<file path="src/assert_macros.svh">
// Assertion helpers shared by the RTL modules.
`ifndef ASSERT_MACROS_SVH
`define ASSERT_MACROS_SVH

// Same-cycle implication, disabled while reset is high.
`define CHK_NOW(lbl, clk, rst, ante, cons) \
  lbl: assert property (@(posedge clk) disable iff (rst) (ante) |-> (cons)) \
    else $error("same-cycle check failed");

// Next-cycle implication, disabled while reset is high.
`define CHK_NEXT(lbl, clk, rst, ante, cons) \
  lbl: assert property (@(posedge clk) disable iff (rst) (ante) |=> (cons)) \
    else $error("next-cycle check failed");

`endif

</file>
<file path="src/skcc_pkg.sv">
package skcc_pkg;

  // Datapath operation codes issued by the controller.
  localparam logic [4:0] OP_NONE   = 5'd0;
  localparam logic [4:0] OP_LOAD   = 5'd1;
  localparam logic [4:0] OP_READ   = 5'd2;
  localparam logic [4:0] OP_SETPAR = 5'd3;
  localparam logic [4:0] OP_CLRENV = 5'd4;
  localparam logic [4:0] OP_FETCH  = 5'd5;
  localparam logic [4:0] OP_ENV_A  = 5'd6;
  localparam logic [4:0] OP_ENV_B  = 5'd7;
  localparam logic [4:0] OP_ENV_W  = 5'd8;
  localparam logic [4:0] OP_NORM   = 5'd9;
  localparam logic [4:0] OP_SQR    = 5'd10;
  localparam logic [4:0] OP_DB_A   = 5'd11;
  localparam logic [4:0] OP_DB_B   = 5'd12;
  localparam logic [4:0] OP_LVL    = 5'd13;
  localparam logic [4:0] OP_CV_A   = 5'd14;
  localparam logic [4:0] OP_CV_B   = 5'd15;
  localparam logic [4:0] OP_CV_C   = 5'd16;
  localparam logic [4:0] OP_CV_D   = 5'd17;
  localparam logic [4:0] OP_DIV    = 5'd18;
  localparam logic [4:0] OP_EXP_A  = 5'd19;
  localparam logic [4:0] OP_EXP_B  = 5'd20;
  localparam logic [4:0] OP_EXP_C  = 5'd21;
  localparam logic [4:0] OP_ROOT   = 5'd22;
  localparam logic [4:0] OP_GAIN   = 5'd23;
  localparam logic [4:0] OP_SCALE  = 5'd24;
  localparam logic [4:0] OP_OUT    = 5'd25;

  // Item actions.
  localparam logic [1:0] ACT_SAMPLE = 2'd0;
  localparam logic [1:0] ACT_SETPAR = 2'd1;
  localparam logic [1:0] ACT_CLRENV = 2'd2;

  // Configuration register indexes.
  localparam logic [1:0] CFG_ATTACK  = 2'd0;
  localparam logic [1:0] CFG_RELEASE = 2'd1;
  localparam logic [1:0] CFG_KNEE    = 2'd2;

  // Reset values.
  localparam logic [23:0] ATTACK_RESET  = 24'd16739216;
  localparam logic [23:0] RELEASE_RESET = 24'd16774680;
  localparam logic [12:0] KNEE_RESET    = 13'd1536;
  localparam logic [15:0] THR_RESET     = 16'hEE00;
  localparam logic [14:0] RATIO_RESET   = 15'd1024;
  localparam logic [14:0] RATIO_MIN     = 15'd256;

  // Arithmetic constants.
  localparam logic [14:0] GR_MAX      = 15'd24576;
  localparam logic [14:0] LEVEL_FLOOR = 15'd25600;
  localparam logic [17:0] DB_PER_LOG2 = 18'd197283;
  localparam logic [21:0] LOG2_PER_DB = 22'd2786635;

  // Divider and loop sizes.
  localparam int NUM_W     = 46;
  localparam int DEN_W     = 31;
  localparam int DIV_STEPS = NUM_W;
  localparam int ROOT_STEPS = 16;
  localparam int SQR_STEPS  = 16;

  typedef struct packed {
    logic [4:0] op;
    logic [5:0] step;
  } cmd_t;

  typedef struct packed {
    logic [1:0] action;
    logic       norm_done;
  } stat_t;

  typedef logic [15:0][30:0] root_tab_t;

  function automatic logic [63:0] isqrt64(input logic [63:0] v);
    logic [63:0] r;
    logic [63:0] b;
    logic [63:0] x;
    r = '0;
    b = 64'h4000_0000_0000_0000;
    x = v;
    for (int i = 0; i < 32; i++) begin
      if (x >= r + b) begin
        x = x - (r + b);
        r = (r >> 1) + b;
      end else begin
        r = r >> 1;
      end
      b = b >> 2;
    end
    return r;
  endfunction

  // Q30 roots 2^(-2^-k), k = 1..16, each the floor root of the one before.
  function automatic root_tab_t calc_roots();
    logic [63:0] f;
    root_tab_t   t;
    f = 64'd1 << 29;
    for (int k = 0; k < 16; k++) begin
      f = isqrt64(f << 30);
      t[k] = f[30:0];
    end
    return t;
  endfunction

  localparam root_tab_t ROOT_TAB = calc_roots();

endpackage

</file>
<file path="src/skcc_ctrl.sv">
`include "assert_macros.svh"

module skcc_ctrl import skcc_pkg::*; (
  input  logic  clk,
  input  logic  rst,
  input  logic  in_valid,
  output logic  in_ready,
  output logic  out_valid,
  input  logic  out_ready,
  input  stat_t stat,
  output cmd_t  cmd
);

  localparam logic [4:0] S_IDLE  = 5'd0;
  localparam logic [4:0] S_DISP  = 5'd1;
  localparam logic [4:0] S_FETCH = 5'd2;
  localparam logic [4:0] S_ENVA  = 5'd3;
  localparam logic [4:0] S_ENVB  = 5'd4;
  localparam logic [4:0] S_ENVW  = 5'd5;
  localparam logic [4:0] S_NORM  = 5'd6;
  localparam logic [4:0] S_SQR   = 5'd7;
  localparam logic [4:0] S_DBA   = 5'd8;
  localparam logic [4:0] S_DBB   = 5'd9;
  localparam logic [4:0] S_LVL   = 5'd10;
  localparam logic [4:0] S_CVA   = 5'd11;
  localparam logic [4:0] S_CVB   = 5'd12;
  localparam logic [4:0] S_CVC   = 5'd13;
  localparam logic [4:0] S_CVD   = 5'd14;
  localparam logic [4:0] S_DIV   = 5'd15;
  localparam logic [4:0] S_EXPA  = 5'd16;
  localparam logic [4:0] S_EXPB  = 5'd17;
  localparam logic [4:0] S_EXPC  = 5'd18;
  localparam logic [4:0] S_ROOT  = 5'd19;
  localparam logic [4:0] S_GAIN  = 5'd20;
  localparam logic [4:0] S_SCALE = 5'd21;
  localparam logic [4:0] S_OUT   = 5'd22;

  logic [4:0] state;
  logic [4:0] state_next;
  logic [5:0] step;
  logic [5:0] step_next;
  logic [4:0] op;

  // Sequencer: next state and operation for the datapath.
  always_comb begin
    state_next = state;
    op         = OP_NONE;
    unique case (state)
      S_IDLE: begin
        if (in_valid) begin
          op         = OP_LOAD;
          state_next = S_DISP;
        end
      end
      S_DISP: begin
        unique case (stat.action)
          ACT_SAMPLE: begin
            op         = OP_READ;
            state_next = S_FETCH;
          end
          ACT_SETPAR: begin
            op         = OP_SETPAR;
            state_next = S_IDLE;
          end
          ACT_CLRENV: begin
            op         = OP_CLRENV;
            state_next = S_IDLE;
          end
          default: state_next = S_IDLE;
        endcase
      end
      S_FETCH: begin
        op         = OP_FETCH;
        state_next = S_ENVA;
      end
      S_ENVA: begin
        op         = OP_ENV_A;
        state_next = S_ENVB;
      end
      S_ENVB: begin
        op         = OP_ENV_B;
        state_next = S_ENVW;
      end
      S_ENVW: begin
        op         = OP_ENV_W;
        state_next = S_NORM;
      end
      S_NORM: begin
        op = OP_NORM;
        if (stat.norm_done) begin
          state_next = S_SQR;
        end
      end
      S_SQR: begin
        op = OP_SQR;
        if (step == 6'(SQR_STEPS - 1)) begin
          state_next = S_DBA;
        end
      end
      S_DBA: begin
        op         = OP_DB_A;
        state_next = S_DBB;
      end
      S_DBB: begin
        op         = OP_DB_B;
        state_next = S_LVL;
      end
      S_LVL: begin
        op         = OP_LVL;
        state_next = S_CVA;
      end
      S_CVA: begin
        op         = OP_CV_A;
        state_next = S_CVB;
      end
      S_CVB: begin
        op         = OP_CV_B;
        state_next = S_CVC;
      end
      S_CVC: begin
        op         = OP_CV_C;
        state_next = S_CVD;
      end
      S_CVD: begin
        op         = OP_CV_D;
        state_next = S_DIV;
      end
      S_DIV: begin
        op = OP_DIV;
        if (step == 6'(DIV_STEPS - 1)) begin
          state_next = S_EXPA;
        end
      end
      S_EXPA: begin
        op         = OP_EXP_A;
        state_next = S_EXPB;
      end
      S_EXPB: begin
        op         = OP_EXP_B;
        state_next = S_EXPC;
      end
      S_EXPC: begin
        op         = OP_EXP_C;
        state_next = S_ROOT;
      end
      S_ROOT: begin
        op = OP_ROOT;
        if (step == 6'(ROOT_STEPS - 1)) begin
          state_next = S_GAIN;
        end
      end
      S_GAIN: begin
        op         = OP_GAIN;
        state_next = S_SCALE;
      end
      S_SCALE: begin
        op         = OP_SCALE;
        state_next = S_OUT;
      end
      S_OUT: begin
        // Wait until the output register is free.
        if (!out_valid || out_ready) begin
          op         = OP_OUT;
          state_next = S_IDLE;
        end
      end
      default: state_next = S_IDLE;
    endcase
  end

  // Step counter restarts on every state change.
  assign step_next = (state_next != state) ? 6'd0 : step + 6'd1;

  always_ff @(posedge clk) begin
    if (rst) begin
      state     <= S_IDLE;
      step      <= 6'd0;
      out_valid <= 1'b0;
    end else begin
      state <= state_next;
      step  <= step_next;
      if (op == OP_OUT) begin
        out_valid <= 1'b1;
      end else if (out_ready) begin
        out_valid <= 1'b0;
      end
    end
  end

  assign in_ready = (state == S_IDLE);
  assign cmd.op   = op;
  assign cmd.step = step;

  `CHK_NEXT(a_busy_after_accept, clk, rst, in_valid && in_ready, !in_ready)
  `CHK_NOW(a_out_reg_free, clk, rst, op == OP_OUT, !out_valid || out_ready)
  `CHK_NOW(a_short_loop_bound, clk, rst, state == S_SQR || state == S_ROOT, step[5:4] == 2'b00)

endmodule

</file>
<file path="config.mk">
export PLATFORM = sky130hd
export DESIGN_NAME = skcc_ctrl
export DESIGN_NICKNAME = d
export VERILOG_FILES = /design/src/skcc_pkg.sv /design/src/skcc_ctrl.sv
export VERILOG_INCLUDE_DIRS = /design/src /design/src/src
export SDC_FILE = /design/constraint.sdc
export NUM_CORES = 1
export LEC_CHECK = 0
export BUFFER_PORTS_ARGS = -buffer_cell sky130_fd_sc_hd__buf_2
export CORE_MARGIN = 3
export CORE_UTILIZATION = 55
export CTS_CLUSTER_SIZE = 20
export DETAILED_ROUTE_END_ITERATION = 7
export PLACE_DENSITY = 0.85
export SETUP_SLACK_MARGIN = 0.15
export SLEW_MARGIN = 20
export SYNTH_ARGS = -nofsm -noshare
export SYNTH_HDL_FRONTEND = slang
export SYNTH_SLANG_ARGS = --single-unit
</file>
<file path="constraint.sdc">
create_clock -name clk -period 2.2 [get_ports clk]
set_input_delay 0.44 -clock clk [delete_from_list [all_inputs] [get_ports clk]]
set_output_delay 0.44 -clock clk [all_outputs]
set_load 0.01 [all_outputs]
</file>
=== Word level (Yosys, flattened, before mapping) ===
Cells that the tools add are included.

* Flip-flop bits (word level): 12

* Reductions and logical operators: 6
* Eq/ne operators: 28
* Add/subtract/negate cells: 1
* Muxes and demuxes: 14

{| class="wikitable"
|+ Operator list
! operator !! number
|-
| one-hot mux 5 bit (23 select lines) || 2
|-
| == test 5 x 4 -> 1 bit, second input constant || 8
|-
| == test 5 bit, second input constant || 8
|-
| 2-to-1 mux 5 bit || 7
|-
| == test 5 x 3 -> 1 bit, second input constant || 4
|-
| == test 5 x 2 -> 1 bit, second input constant || 2
|-
| one-hot mux 3 bit (3 select lines) || 1
|-
| adder 6 x 1 -> 6 bit, second input constant || 1
|-
| == test 6 x 4 -> 1 bit, second input constant || 1
|-
| == test 6 bit, second input constant || 1
|-
| == test 5 x 1 -> 1 bit, second input constant || 1
|-
| logical NOT 5 bit || 1
|-
| inequality test 5 bit || 1
|-
| 2-to-1 mux 1 bit || 3
|-
| == test 2 x 1 -> 1 bit, second input constant || 1
|-
| == test 2 bit, second input constant || 1
|-
| logical NOT 2 bit || 1
|-
| 2-to-1 mux 2 bit || 1
|-
| nonzero test 2 bit || 1
|-
| OR reduction 2 bit || 1
|-
| logical NOT 1 bit || 1
|-
| logical OR 1 bit || 1
|}

=== Depth between registers and ports, before layout ===
* Depth after elaboration: 6
* Gate-level depth with buffers: 6
* Depth with buffers taken out: 6

=== Worst setup path before layout ===
Ideal clock, no wire load.

* Kind: flip-flop to output port
* From: register state[2]
* To: output port cmd[7] (netlist name)
* Data arrival time: 1.417 ns
* Cell stages (with the launch flop): 7
* Data required time: 1.760 ns
* Slack: 0.343 ns
* Cells stage by stage: dfxtp_1 clkbuf_1 clkbuf_1 nor2_1 o21ai_0 a21oi_1 a21oi_1

{| class="wikitable"
|+ RTL lines
! what !! line !! text
|-
| start, declared || skcc_ctrl.sv:38 || <nowiki>logic [4:0] state;</nowiki>
|-
| start signal, assigned || skcc_ctrl.sv:180 || <nowiki>state <= state_next;</nowiki>
|-
| end, declared || skcc_ctrl.sv:11 || <nowiki>output cmd_t cmd</nowiki>
|}

==> results.toml <==
[outcome]
status = "finished clean"

[route]
routed_via_density = 6.81
wire_per_inst_um = 18.6
via_count = 1328
first_iter_violations = 84
postRouteWirelength_um = 3630
route.antenna.remaining_nets = 0
drc = 0
dr.pass1.iters = 4

[timing]
tns_ns = 0
slew_headroom = 0.588
final_max_slew_viol_count = 0
tightest_slew_ns = 0.615
period_share = 0.989
fin_skew_ns = 0.00154
layout_setup_ws_ns = 0.0234
max_freq_mhz = 459
setup_viol = 0
fin_crit_ns = 2.18
worst_hold_slack_ns = 0.422
final_hold_viol_count = 0
rsz0062_at_grt = "true"

[clocking]
numCtsBuffers = 3
cts_tree = "yes"
cts_sinks = 12
ctsHtreeMaxLevel = 1
cts_hold_buffers = 0
cts_buffer_depth = 2
cts_root_buf = "clkbuf_4"
clk_pin_slew_ns = 0.08
insertion_delay_ns = 0.28

[placed_design]
place_ws_ns = 0.197
place_hpwl_um = 2280
placed_area_um2 = 1220
gp_congestion = 0.884
placedCellCount = 184
io_buffers = 19

[critical_path]
worstSetupPathType = "reg2out"
path_cells = "or4_4 > o211ai_2 > a21boi_2 > o211ai_1 > buf_2"
r2r_start = "step[0]"
critPathSlowestCell = "or4_4"
cp.buffers_inverters = 1
cp-start-kind = "flip-flop"
cp-end-kind = "primary output"
crit_start = "state[2]"
cp_top_family = "simple AND/OR/NAND/NOR gates"
slowest_delay_ns = 0.51
cp_max_fo = 5
cp.required_ns = 1.76
arrival_ns = 1.74

[floorplanning]
ioPinCount = 20
core-area_um2 = 1800
die_h_um = 50.6
die_x_um = 50.6
dieArea_um2 = 2560
start_util = 0.608
rows = 15

[power]
p_leak_nw = 0.546
ir_drop_uv = 318
power.total_mw = 0.528
power_density_nw_per_um2 = 380

[final_layout]
area_growth_syn_to_layout_pct = 26.9
final_area_um2 = 1390
stdcell_count = 195
n_antenna_cell = 0
drive_gt1_frac = 0.324
final_core_util = 0.771
nets = 180

[global_route]
antenna_found_initial = 0
overflow = 0
grt_use_total = 0.273
grt_pass1_wl_um = 5360
grt_max_degree = 22
grt_pass1_vias = 1121

[synthesis]
syn_inst = 144
synth_common_cells = "dfxtp_1, nand3_1, a21oi_1, nand2_1, nor2_1"
yosysTopAreaCellShare = 0.219
yosysTopAreaCell = "dfxtp_1"
ys_types = 48
synthTopCellsByArea = "dfxtp_1, nand3_1, a2111oi_4"
ys.flop_type = "dfxtp_1"
synth-seq-cells = 12
syn_avg_cell_area_um2 = 7.60
synth_area_um2 = 1090
syn_nets = 153
synth-async-reset-ratio = 0
ys_warn_count = 0
ys_seq_area_frac = 0.219
synth_edf_count = 0

[min_path]
worstHoldPathType = "in2reg"
hold_start = "rst"

[run]
max-cap-violations = 0
==> worst register-to-register path: cells and delay by family, from the launching register on <==
family	cells	cell delay, ns
compound gates	2	0.33
fa+ha+maj	1	0.26
flops	1	0.48
simple gates	2	0.72
==> state kept, by name (all words and copies together), names as in the netlist <==
name,count
out_valid,1
state,5
step,6
==> cells in the final DEF, fill, tap and decap left out, types with 2 or more instances in the layout <==
| master | count |
|---|---|
| nor2b_1 | 2 |
| nand2b_1 | 5 |
| dfxtp_2 | 2 |
| nand3b_1 | 2 |
| o21ai_0 | 7 |
| and3_1 | 2 |
| a21oi_1 | 10 |
| or3_1 | 2 |
| o41ai_1 | 2 |
| a41oi_1 | 2 |
| xnor2_1 | 2 |
| nor3_1 | 3 |
| nor3_2 | 3 |
| nand2_1 | 10 |
| buf_2 | 19 |
| dfxtp_4 | 3 |
| inv_1 | 7 |
| o211ai_1 | 3 |
| xor2_1 | 2 |
| nand3_1 | 12 |
| a211oi_1 | 5 |
| dfxtp_1 | 7 |
| buf_4 | 12 |
| a2111oi_4 | 3 |
| ha_1 | 2 |
| clkbuf_4 | 3 |
| and4_1 | 2 |
| o21bai_1 | 2 |
| nor2_1 | 9 |
==> cell type report <==
type	instances	area (um^2)
Clock buffer	4	36.3
Fill cell	135	413
Inverter	7	26.3
Multi-Input combinational cell	114	830
Sequential cell	12	254
Tap cell	25	31.3
Timing Repair Buffer	33	211
==> cell families (layout without fill, tap and decap cells) <==
group	Yosys count	after routing	synth area share
DFF	12	12	0.219
and+or+nand+nor	60	60	0.304
xor gates and xnor gates	4	4	0.0320
adders and majority gates	2	2	0.0229
AOI/OAI and AO/OA	48	48	0.350
buffers and inverters	18	44	0.0720
==> what timing repair did <==
action | in CTS | in global routing
gates resized for setup | 15 | 7
buffers inserted | 4 | 3
pin swaps | 4 | 3
endpoints found under the setup margin | 3 | 9
==> routing by layer <==
| metal | track usage | part of all wire | vias up |
|---|---|---|---|
| met5 | 0 | 0 | - |
| met4 | 0.0404 | 0.016 | 0 |
| met2 | 0.411 | 0.46 | 89 |
| met1 | 0.385 | 0.42 | 629 |
| li1 | - | - | 596 |
| met3 | 0.0890 | 0.10 | 14 |
==> final timing paths <==
| kind | to | slack (ns) | depth (start not counted) |
|---|---|---|---|
| max | cmd[6] | 0.02 | 5 |
| min | state[4] | 0.42 | 2 |
| max reg2reg | step[3] | 0.26 | 5 |
| min reg2reg | state[3] | 0.56 | 1 |
==> where the power goes <==
| group | leakage (nW) | total, mW | switching, mW | internal [mW] |
|---|---|---|---|---|
| registers | 0.100 | 0.230 | 0.0101 | 0.220 |
| logic | 0.425 | 0.114 | 0.0613 | 0.0528 |
| clock network | 0.0210 | 0.184 | 0.0832 | 0.101 |
(Power assumes the default switching activity.)
